### config.mk
export PLATFORM = sky130hd
export DESIGN_NAME = sorted_unique_key_set_flat
export DESIGN_NICKNAME = d
export VERILOG_FILES = /design/src/design/suks_pkg.sv /design/src/design/suks_req_if.sv /design/src/design/suks_rsp_if.sv /design/src/design/suks_ctrl.sv /design/src/design/suks_dpath.sv /design/src/design/sorted_unique_key_set.sv /design/src/flat_wrapper.sv
export VERILOG_INCLUDE_DIRS = /design/src /design/src/design
export SDC_FILE = /design/constraint.sdc
export NUM_CORES = 1
export LEC_CHECK = 0
export BUFFER_PORTS_ARGS = -buffer_cell sky130_fd_sc_hd__buf_4
export CORE_MARGIN = 2
export CORE_UTILIZATION = 61
export DETAILED_ROUTE_END_ITERATION = 10
export PLACE_DENSITY = 0.78
export SYNTH_ARGS = -nofsm -noshare
export SYNTH_HDL_FRONTEND = slang
export SYNTH_SLANG_ARGS = --single-unit
### constraint.sdc
create_clock -name i_clk -period 4.4 [get_ports i_clk]
set_clock_uncertainty 0.15 [all_clocks]
set_input_delay 0 -clock i_clk [delete_from_list [all_inputs] [get_ports i_clk]]
set_output_delay 0 -clock i_clk [all_outputs]
set_load 0.05 [all_outputs]
### src/design/sorted_unique_key_set_assert.svh
// Assertion macros for the sorted key set datapath.
`ifndef SORTED_UNIQUE_KEY_SET_ASSERT_SVH
`define SORTED_UNIQUE_KEY_SET_ASSERT_SVH

// Same-cycle implication, disabled while reset is low.
`define SUKS_ASSERT_IMP(lbl, clk, rst_n, ante, cons) \
    lbl: assert property (@(posedge clk) disable iff (!rst_n) (ante) |-> (cons)) \
        else $error("suks assertion failed");

// Next-cycle implication, disabled while reset is low.
`define SUKS_ASSERT_NXT(lbl, clk, rst_n, ante, cons) \
    lbl: assert property (@(posedge clk) disable iff (!rst_n) (ante) |=> (cons)) \
        else $error("suks assertion failed");

`endif

### src/design/suks_pkg.sv
// Package: sizes, opcodes, FSM states and controller/datapath structs.
package suks_pkg;

    localparam int CAPACITY   = 16;
    localparam int KEY_WIDTH  = 8;
    localparam int KEY_PORT_W = 8;
    localparam int OUT_CNT_W  = 5;
    localparam int CNT_W      = $clog2(CAPACITY + 1);
    localparam int IDX_W      = $clog2(CAPACITY);

    typedef enum logic [1:0] {
        OP_INSERT = 2'd0,
        OP_DELETE = 2'd1,
        OP_SEARCH = 2'd2,
        OP_DUMP   = 2'd3
    } t_op;

    typedef enum logic [1:0] {
        S_IDLE,
        S_EXEC,
        S_DUMP
    } t_state;

    typedef struct packed {
        logic capture;    // latch the input item
        logic exec;       // run insert/delete/search or empty dump, load result
        logic emit_dump;  // load one dumped entry into the result register
    } t_cmd;

    typedef struct packed {
        t_op  op;
        logic empty;
        logic dump_last;
    } t_status;

endpackage

### src/design/suks_req_if.sv
// Request channel interface: opcode and key.
interface suks_req_if;
    import suks_pkg::*;

    logic                  valid;
    logic                  ready;
    logic [1:0]            opcode;
    logic [KEY_PORT_W-1:0] key_in;

    modport source (output valid, output opcode, output key_in, input ready);
    modport sink   (input valid, input opcode, input key_in, output ready);
endinterface

### src/design/suks_rsp_if.sv
// Response channel interface: lookup flags, dumped key, count and last.
interface suks_rsp_if;
    import suks_pkg::*;

    logic                  valid;
    logic                  ready;
    logic                  hit;
    logic                  full_drop;
    logic                  entry_valid;
    logic [KEY_PORT_W-1:0] key_out;
    logic [OUT_CNT_W-1:0]  count;
    logic                  last;

    modport source (output valid, output hit, output full_drop, output entry_valid,
                    output key_out, output count, output last, input ready);
    modport sink   (input valid, input hit, input full_drop, input entry_valid,
                    input key_out, input count, input last, output ready);
endinterface

### src/design/suks_ctrl.sv
// Controller FSM: input acceptance, execute step, dump sequencing, result valid.
module suks_ctrl (
    input  logic              i_clk,
    input  logic              i_rst_n,
    input  logic              i_in_valid,
    output logic              o_in_ready,
    output logic              o_out_valid,
    input  logic              i_out_ready,
    output suks_pkg::t_cmd    o_cmd,
    input  suks_pkg::t_status i_sts
);
    import suks_pkg::*;

    t_state r_state, n_state;
    logic   r_out_valid, n_out_valid;
    logic   w_slot_free;
    logic   w_load;

    assign w_slot_free = !r_out_valid || i_out_ready;
    assign w_load      = o_cmd.exec || o_cmd.emit_dump;

    always_comb begin
        n_state = r_state;
        case (r_state)
            S_IDLE: begin
                if (i_in_valid) n_state = S_EXEC;
            end
            S_EXEC: begin
                if (i_sts.op == OP_DUMP && !i_sts.empty) n_state = S_DUMP;
                else if (w_slot_free) n_state = S_IDLE;
            end
            S_DUMP: begin
                if (w_slot_free && i_sts.dump_last) n_state = S_IDLE;
            end
            default: n_state = S_IDLE;
        endcase
    end

    always_comb begin
        o_in_ready      = 1'b0;
        o_cmd.capture   = 1'b0;
        o_cmd.exec      = 1'b0;
        o_cmd.emit_dump = 1'b0;
        case (r_state)
            S_IDLE: begin
                o_in_ready    = 1'b1;
                o_cmd.capture = i_in_valid;
            end
            S_EXEC: begin
                // a non-empty dump goes straight to the entry loop
                o_cmd.exec = w_slot_free && !(i_sts.op == OP_DUMP && !i_sts.empty);
            end
            S_DUMP: begin
                o_cmd.emit_dump = w_slot_free;
            end
            default: ;
        endcase
    end

    always_comb begin
        if (w_load) n_out_valid = 1'b1;
        else if (i_out_ready) n_out_valid = 1'b0;
        else n_out_valid = r_out_valid;
    end

    always_ff @(posedge i_clk) begin
        if (!i_rst_n) begin
            r_state     <= S_IDLE;
            r_out_valid <= 1'b0;
        end else begin
            r_state     <= n_state;
            r_out_valid <= n_out_valid;
        end
    end

    assign o_out_valid = r_out_valid;
endmodule

### src/design/suks_dpath.sv
// Datapath: sorted cell row with parallel compare, shift insert/delete, result register.
`include "sorted_unique_key_set_assert.svh"
module suks_dpath (
    input  logic                            i_clk,
    input  logic                            i_rst_n,
    input  logic [1:0]                      i_opcode,
    input  logic [suks_pkg::KEY_PORT_W-1:0] i_key_in,
    input  suks_pkg::t_cmd                  i_cmd,
    output suks_pkg::t_status               o_sts,
    output logic                            o_hit,
    output logic                            o_full_drop,
    output logic                            o_entry_valid,
    output logic [suks_pkg::KEY_PORT_W-1:0] o_key_out,
    output logic [suks_pkg::OUT_CNT_W-1:0]  o_count,
    output logic                            o_last
);
    import suks_pkg::*;

    t_op                  r_op;
    logic [KEY_WIDTH-1:0] r_key;
    logic [KEY_WIDTH-1:0] r_cells [CAPACITY];
    logic [KEY_WIDTH-1:0] n_cells [CAPACITY];
    logic [CNT_W-1:0]     r_count, n_count;
    logic [IDX_W-1:0]     r_idx;

    logic [CAPACITY-1:0]  w_lt;
    logic [CAPACITY-1:0]  w_eq;
    logic [CAPACITY-1:0]  w_prev_lt;
    logic [KEY_WIDTH-1:0] w_prev_cell [CAPACITY];
    logic [KEY_WIDTH-1:0] w_next_cell [CAPACITY];
    logic                 w_found;
    logic                 w_full;
    logic                 w_do_ins;
    logic                 w_do_del;
    logic                 w_dump_last;

    // per-cell compare against the held key; cells past the count are ignored
    for (genvar i = 0; i < CAPACITY; i++) begin : g_cell
        logic w_valid;
        assign w_valid = CNT_W'(i) < r_count;
        assign w_lt[i] = w_valid && (r_cells[i] < r_key);
        assign w_eq[i] = w_valid && (r_cells[i] == r_key);
        if (i == 0) begin : g_first
            assign w_prev_lt[i]   = 1'b1;
            assign w_prev_cell[i] = r_key;
        end else begin : g_mid
            assign w_prev_lt[i]   = w_lt[i-1];
            assign w_prev_cell[i] = r_cells[i-1];
        end
        if (i == CAPACITY - 1) begin : g_tail
            assign w_next_cell[i] = r_cells[i];
        end else begin : g_body
            assign w_next_cell[i] = r_cells[i+1];
        end
    end

    assign w_found  = |w_eq;
    assign w_full   = r_count >= CNT_W'(CAPACITY);
    assign w_do_ins = (r_op == OP_INSERT) && !w_found && !w_full;
    assign w_do_del = (r_op == OP_DELETE) && w_found;

    always_comb begin
        for (int i = 0; i < CAPACITY; i++) begin
            n_cells[i] = r_cells[i];
            if (w_do_ins && !w_lt[i]) begin
                n_cells[i] = w_prev_lt[i] ? r_key : w_prev_cell[i];
            end else if (w_do_del && !w_lt[i]) begin
                n_cells[i] = w_next_cell[i];
            end
        end
    end

    always_comb begin
        n_count = r_count;
        if (w_do_ins) n_count = r_count + CNT_W'(1);
        else if (w_do_del) n_count = r_count - CNT_W'(1);
    end

    assign w_dump_last = (CNT_W'(r_idx) + CNT_W'(1)) == r_count;

    always_ff @(posedge i_clk) begin
        if (!i_rst_n) begin
            r_count <= '0;
        end else if (i_cmd.exec) begin
            r_count <= n_count;
        end
    end

    always_ff @(posedge i_clk) begin
        if (i_cmd.capture) begin
            r_op  <= t_op'(i_opcode);
            r_key <= KEY_WIDTH'(i_key_in);
            r_idx <= '0;
        end
        if (i_cmd.exec) begin
            for (int i = 0; i < CAPACITY; i++) r_cells[i] <= n_cells[i];
            o_hit         <= (r_op != OP_DUMP) && w_found;
            o_full_drop   <= (r_op == OP_INSERT) && !w_found && w_full;
            o_entry_valid <= 1'b0;
            o_key_out     <= (r_op == OP_DUMP) ? '0 : KEY_PORT_W'(r_key);
            o_count       <= OUT_CNT_W'(n_count);
            o_last        <= 1'b1;
        end
        if (i_cmd.emit_dump) begin
            o_hit         <= 1'b0;
            o_full_drop   <= 1'b0;
            o_entry_valid <= 1'b1;
            o_key_out     <= KEY_PORT_W'(r_cells[r_idx]);
            o_count       <= OUT_CNT_W'(r_count);
            o_last        <= w_dump_last;
            r_idx         <= r_idx + IDX_W'(1);
        end
    end

    assign o_sts.op        = r_op;
    assign o_sts.empty     = r_count == '0;
    assign o_sts.dump_last = w_dump_last;

    `SUKS_ASSERT_IMP(a_count_cap, i_clk, i_rst_n, 1'b1, r_count <= CNT_W'(CAPACITY))
    `SUKS_ASSERT_NXT(a_full_hold, i_clk, i_rst_n, i_cmd.exec && r_op == OP_INSERT && w_full,
                     $stable(r_count))
    `SUKS_ASSERT_NXT(a_del_dec, i_clk, i_rst_n, i_cmd.exec && w_do_del,
                     r_count == $past(r_count) - CNT_W'(1))
    `SUKS_ASSERT_IMP(a_dump_idx, i_clk, i_rst_n, i_cmd.emit_dump,
                     CNT_W'(r_idx) < r_count)
endmodule

### src/design/sorted_unique_key_set.sv
// Top level: sorted unique key set, controller plus cell-row datapath.
//
//  channel  | dir | transfer moves
//  ---------+-----+-----------------------------------------------------
//  i_req    | in  | opcode, key_in
//  o_rsp    | out | hit, full_drop, entry_valid, key_out, count, last
//
// Insert, delete and search are accepted, then run one compare/shift pass
// over the cell row that also loads the result register.
// Dump gives one output transfer per stored key, or a single one when empty.
// In the datapath, reset clears the key count only; the cell row needs no clearing pass.
// A stalled output holds the result register and the controller; the next
// request is taken once the current item's last result is loaded.
module sorted_unique_key_set (
    input  logic i_clk,
    input  logic i_rst_n,
    suks_req_if.sink   i_req,
    suks_rsp_if.source o_rsp
);
    import suks_pkg::*;

    t_cmd    w_cmd;
    t_status w_sts;

    suks_ctrl u_ctrl (
        .i_clk       (i_clk),
        .i_rst_n     (i_rst_n),
        .i_in_valid  (i_req.valid),
        .o_in_ready  (i_req.ready),
        .o_out_valid (o_rsp.valid),
        .i_out_ready (o_rsp.ready),
        .o_cmd       (w_cmd),
        .i_sts       (w_sts)
    );

    suks_dpath u_dpath (
        .i_clk         (i_clk),
        .i_rst_n       (i_rst_n),
        .i_opcode      (i_req.opcode),
        .i_key_in      (i_req.key_in),
        .i_cmd         (w_cmd),
        .o_sts         (w_sts),
        .o_hit         (o_rsp.hit),
        .o_full_drop   (o_rsp.full_drop),
        .o_entry_valid (o_rsp.entry_valid),
        .o_key_out     (o_rsp.key_out),
        .o_count       (o_rsp.count),
        .o_last        (o_rsp.last)
    );
endmodule
### src/flat_wrapper.sv
// flat-port wrapper written by rule: the top's interface ports become plain ports
module sorted_unique_key_set_flat import suks_pkg::*;
  (i_clk, i_rst_n, i_req_valid, i_req_opcode, i_req_key_in, i_req_ready, o_rsp_valid, o_rsp_hit, o_rsp_full_drop, o_rsp_entry_valid, o_rsp_key_out, o_rsp_count, o_rsp_last, o_rsp_ready);
  suks_req_if i_req_i ();
  suks_rsp_if o_rsp_i ();
  input  logic i_clk;
  input  logic i_rst_n;
  input wire logic [$bits(i_req_i.valid)-1:0] i_req_valid;
  input wire logic [$bits(i_req_i.opcode)-1:0] i_req_opcode;
  input wire logic [$bits(i_req_i.key_in)-1:0] i_req_key_in;
  output wire logic [$bits(i_req_i.ready)-1:0] i_req_ready;
  output wire logic [$bits(o_rsp_i.valid)-1:0] o_rsp_valid;
  output wire logic [$bits(o_rsp_i.hit)-1:0] o_rsp_hit;
  output wire logic [$bits(o_rsp_i.full_drop)-1:0] o_rsp_full_drop;
  output wire logic [$bits(o_rsp_i.entry_valid)-1:0] o_rsp_entry_valid;
  output wire logic [$bits(o_rsp_i.key_out)-1:0] o_rsp_key_out;
  output wire logic [$bits(o_rsp_i.count)-1:0] o_rsp_count;
  output wire logic [$bits(o_rsp_i.last)-1:0] o_rsp_last;
  input wire logic [$bits(o_rsp_i.ready)-1:0] o_rsp_ready;
  assign i_req_i.valid = i_req_valid;
  assign i_req_i.opcode = i_req_opcode;
  assign i_req_i.key_in = i_req_key_in;
  assign i_req_ready = i_req_i.ready;
  assign o_rsp_valid = o_rsp_i.valid;
  assign o_rsp_hit = o_rsp_i.hit;
  assign o_rsp_full_drop = o_rsp_i.full_drop;
  assign o_rsp_entry_valid = o_rsp_i.entry_valid;
  assign o_rsp_key_out = o_rsp_i.key_out;
  assign o_rsp_count = o_rsp_i.count;
  assign o_rsp_last = o_rsp_i.last;
  assign o_rsp_i.ready = o_rsp_ready;
  sorted_unique_key_set u_core (.i_clk(i_clk), .i_rst_n(i_rst_n), .i_req(i_req_i), .o_rsp(o_rsp_i));
endmodule
==> impl_metrics.tcl <==
set metrics [dict create \
    outcome "finished, final reports clean" \
    cp_num_cells 10 \
    cts_tree "built" \
    wl_per_cell_um 28.13 \
    yosys.area_share.simple_pct 9.219 \
    start_kind "register" \
    grt_max_degree 34 \
    cap_violations 0 \
    htreeDepth 4 \
    setup_tns_ns 0 \
    die-height_um 149.3 \
    ctsResizeCount 0 \
    yosys_warnings 0 \
    io_buffers 32 \
    grt_pass1_vias 9542 \
    critPathArrivalTime_ns 4.19 \
    yosysMostFrequentCell "mux2_2" \
    routed_via_density 7.031 \
    power_density_nw_per_um2 279.8 \
    drt-initial-drc-count 1330 \
    relSlewSlack_pct 27.41 \
    worst_pin_slew_ns 1.089 \
    slew_viol_final 0 \
    register_area_um2 4986 \
    post_cts_buffers 0 \
    place_congestion 0.9558 \
    synthArstFlopShare_pct 0 \
    leakagePower_uw 0.005474 \
    antenna_left 0 \
    area_growth_syn_to_layout_pct 10.60 \
    clock_sinks 171 \
    multi_input_area_um2 7516 \
    fill_cells 1477 \
    syn-cell-area_um2 12880 \
    ys_seq_area_share_pct 38.70 \
    die_area_um2 22290 \
    critical-path-max-stage-delay_ns 0.62 \
    layout.cells.non_filler 1376 \
    synth_top_area_share_pct 36.37 \
    clk_pin_slew_ns 0.07 \
    core-area_um2 20890 \
    io_pins 33 \
    setup-violations-final 0 \
    crit_family "compound AO/OA/AOI/OAI gates" \
    netlist_instances 1036 \
    mappedNetlistNets 1183 \
    wl_um 38710 \
    r2r-start "u_core.u_dpath.r_key[4]" \
    synth_mux_area_share_pct 27.93 \
    end_kind "register" \
    r2r-end "u_core.u_dpath.r_cells[11][7]" \
    num_antenna_cells 0 \
    cp-startpoint "u_core.u_dpath.r_key[4]" \
    synth_fa_ha_area_share_pct 12.92 \
    nNetsFinal 1236 \
    ys_top_cells_by_count "mux2_2 (190), edfxtp_1 (156), ha_1 (133)" \
    reg2reg_setup_slack_ns 0.18 \
    post-dp-hpwl_um 26570 \
    dr_total_vias 9675 \
    post-route-period-util_pct 96.00 \
    max_freq_mhz 236.7 \
    cts-buffers-inserted 17 \
    crit_type "reg2reg" \
    cts-root-buf "clkbuf_16" \
    fin_crit_ns 4.224 \
    synth_cell_types 67 \
    antenna_found_initial 3 \
    cp.buffers_inverters 2 \
    yosys_register_bits 171 \
    critical_path.max_fanout 16 \
    grt_setup_unrepaired "false" \
    synth-edff-count 156 \
    initial_core_util_pct 61.66 \
    grt_first_pass_wirelength_um 58680 \
    hold_class "in2reg" \
    die_w_um 149.3 \
    worst-r2r-cell-count 10 \
    synth_ff_type "edfxtp_1" \
    synth-compound-area-share_pct 7.694 \
    row_count 53 \
    synth.area.top_cells "edfxtp_1 (36%), mux2_2 (17%), ha_1 (13%)" \
    clock_path_buffers 2 \
    drt_pass1_iterations 5 \
    grt_usage_pct 35.82 \
    hold_violations 0 \
    crit_chain "inv_1, buf_4, ha_1, nand4_1, a211oi_1, a311oi_1, nand3_1, o21ai_2, a21o_2, nor2_1" \
    synth_top_family_by_area "multiplexers" \
    syn_avg_cell_area_um2 12.43 \
    synth-xor-area-share_pct 0.5440 \
    place_inst 1331 \
    clk_latency_ns 0.44 \
    peakVddDrop_v 0.0002090 \
    crit_required_ns 4.37 \
    gr-total-overflow 0 \
    drc_errors 0 \
    worstSetupEndpoint "u_core.u_dpath.r_cells[11][7]" \
    slowest_stage "a21o_2" \
    synth_top_area_cell "edfxtp_1" \
    drive_gt1_share_pct 31.88 \
]
[power breakdown]
group	switching, µW	internal (µW)	total, µW
registers	57.8	1820	1880
logic	329	254	583
clock network	673	855	1530
[sequential cells by signal (all words and copies together) (netlist names), 2 cells and up, named ones only]
signal                    count
u_core.u_dpath.r_idx          4
u_core.u_dpath.r_op           2
u_core.u_dpath.r_key          8
u_core.u_dpath.o_count        5
u_core.u_dpath.r_count        5
u_core.u_ctrl.r_state         2
u_core.u_dpath.o_key_out      8
u_core.u_dpath.r_cells      128
[worst min path at each step]
stage                          startpoint                 endpoint  depth (start not counted)
after detailed placement  i_req_opcode[1]   u_core.u_dpath.r_op[1]                          1
final                     i_req_key_in[0]  u_core.u_dpath.r_key[0]                          2
after global routing      i_req_opcode[1]   u_core.u_dpath.r_op[1]                          2
after global placement    i_req_opcode[0]   u_core.u_dpath.r_op[0]                          1
after CTS                 i_req_opcode[0]   u_core.u_dpath.r_op[0]                          2
after floorplan           i_req_key_in[0]  u_core.u_dpath.r_key[0]                          0
[what timing repair did]
item / CTS / global route
endpoints found under the setup margin: 0 / 0
hold buffers: 14 / 0
hold endpoints to repair: 18 / 0
[kinds of logic after synthesis]
kind of cell / Yosys count
xor gates and xnor gates: 8
buffers and inverters: 88
muxes: 283
DFF: 171
adders and majority gates: 133
AOI/OAI and AO/OA: 139
and+or+nand+nor: 214
[worst register-to-register path: stages, from the launching register on]
cell and delay, ns:
edfxtp_1 0.38, inv_1 0.43, buf_4 0.27, ha_1 0.27
nand4_1 0.17, a211oi_1 0.09, a311oi_1 0.50, nand3_1 0.31
o21ai_2 0.36, a21o_2 0.62, nor2_1 0.36
[cell usage in the layout (no fill, tap or decap), types with 20 or more instances in the layout]
cell        n
mux2_2    190
mux2i_1    32
nand4_1    32
inv_1      38
mux2_1     21
nand2_1    50
a21oi_1    38
edfxtp_1  156
mux4_2     40
buf_4      68
nor2b_1    37
a21o_1     20
nor2_1     42
ha_1      133
o21ai_0    23
[metrics by stage]
| step | power, µW | utilization (%) | instance area, µm² | worst slack, ns | hold slack [ns] |
|---|---|---|---|---|---|
| floorplan | 2277 | - | 12880 | 0.7626 | -0.05113 |
| global placement | 2444 | 64.74 | 13520 | 0.4138 | 0.02885 |
| detailed placement | 2460 | 64.74 | 13520 | 0.4164 | 0.03362 |
| CTS | 3982 | 68.19 | 14240 | 0.3640 | 0.1243 |
| global route | 4093 | 68.19 | 14240 | 0.06437 | 0.1468 |
| finish | 3986 | 68.19 | 14240 | 0.1761 | 0.1319 |
[routing by layer]
| metal | vias up | GRT usage, % | part of all wire [%] |
|---|---|---|---|
| met5 | - | 0 | 0.070 |
| met4 | 4 | 18.48 | 6.1 |
| met3 | 180 | 8.165 | 12 |
| met2 | 727 | 54.70 | 44 |
| met1 | 4635 | 47.99 | 38 |
| li1 | 4129 | - | - |
[area by class of cell]
| type | count | area share [%] |
|---|---|---|
| inverter | 39 | 1.028 |
| clock inverter | 12 | 0.9750 |
| sequential | 171 | 35.00 |
| tap | 275 | 2.415 |
| multi-input combinational | 777 | 52.76 |
| timing repair buffer | 83 | 4.708 |
| clock buffer | 19 | 3.109 |
Note: power is estimated with default switching activity, not from simulation.
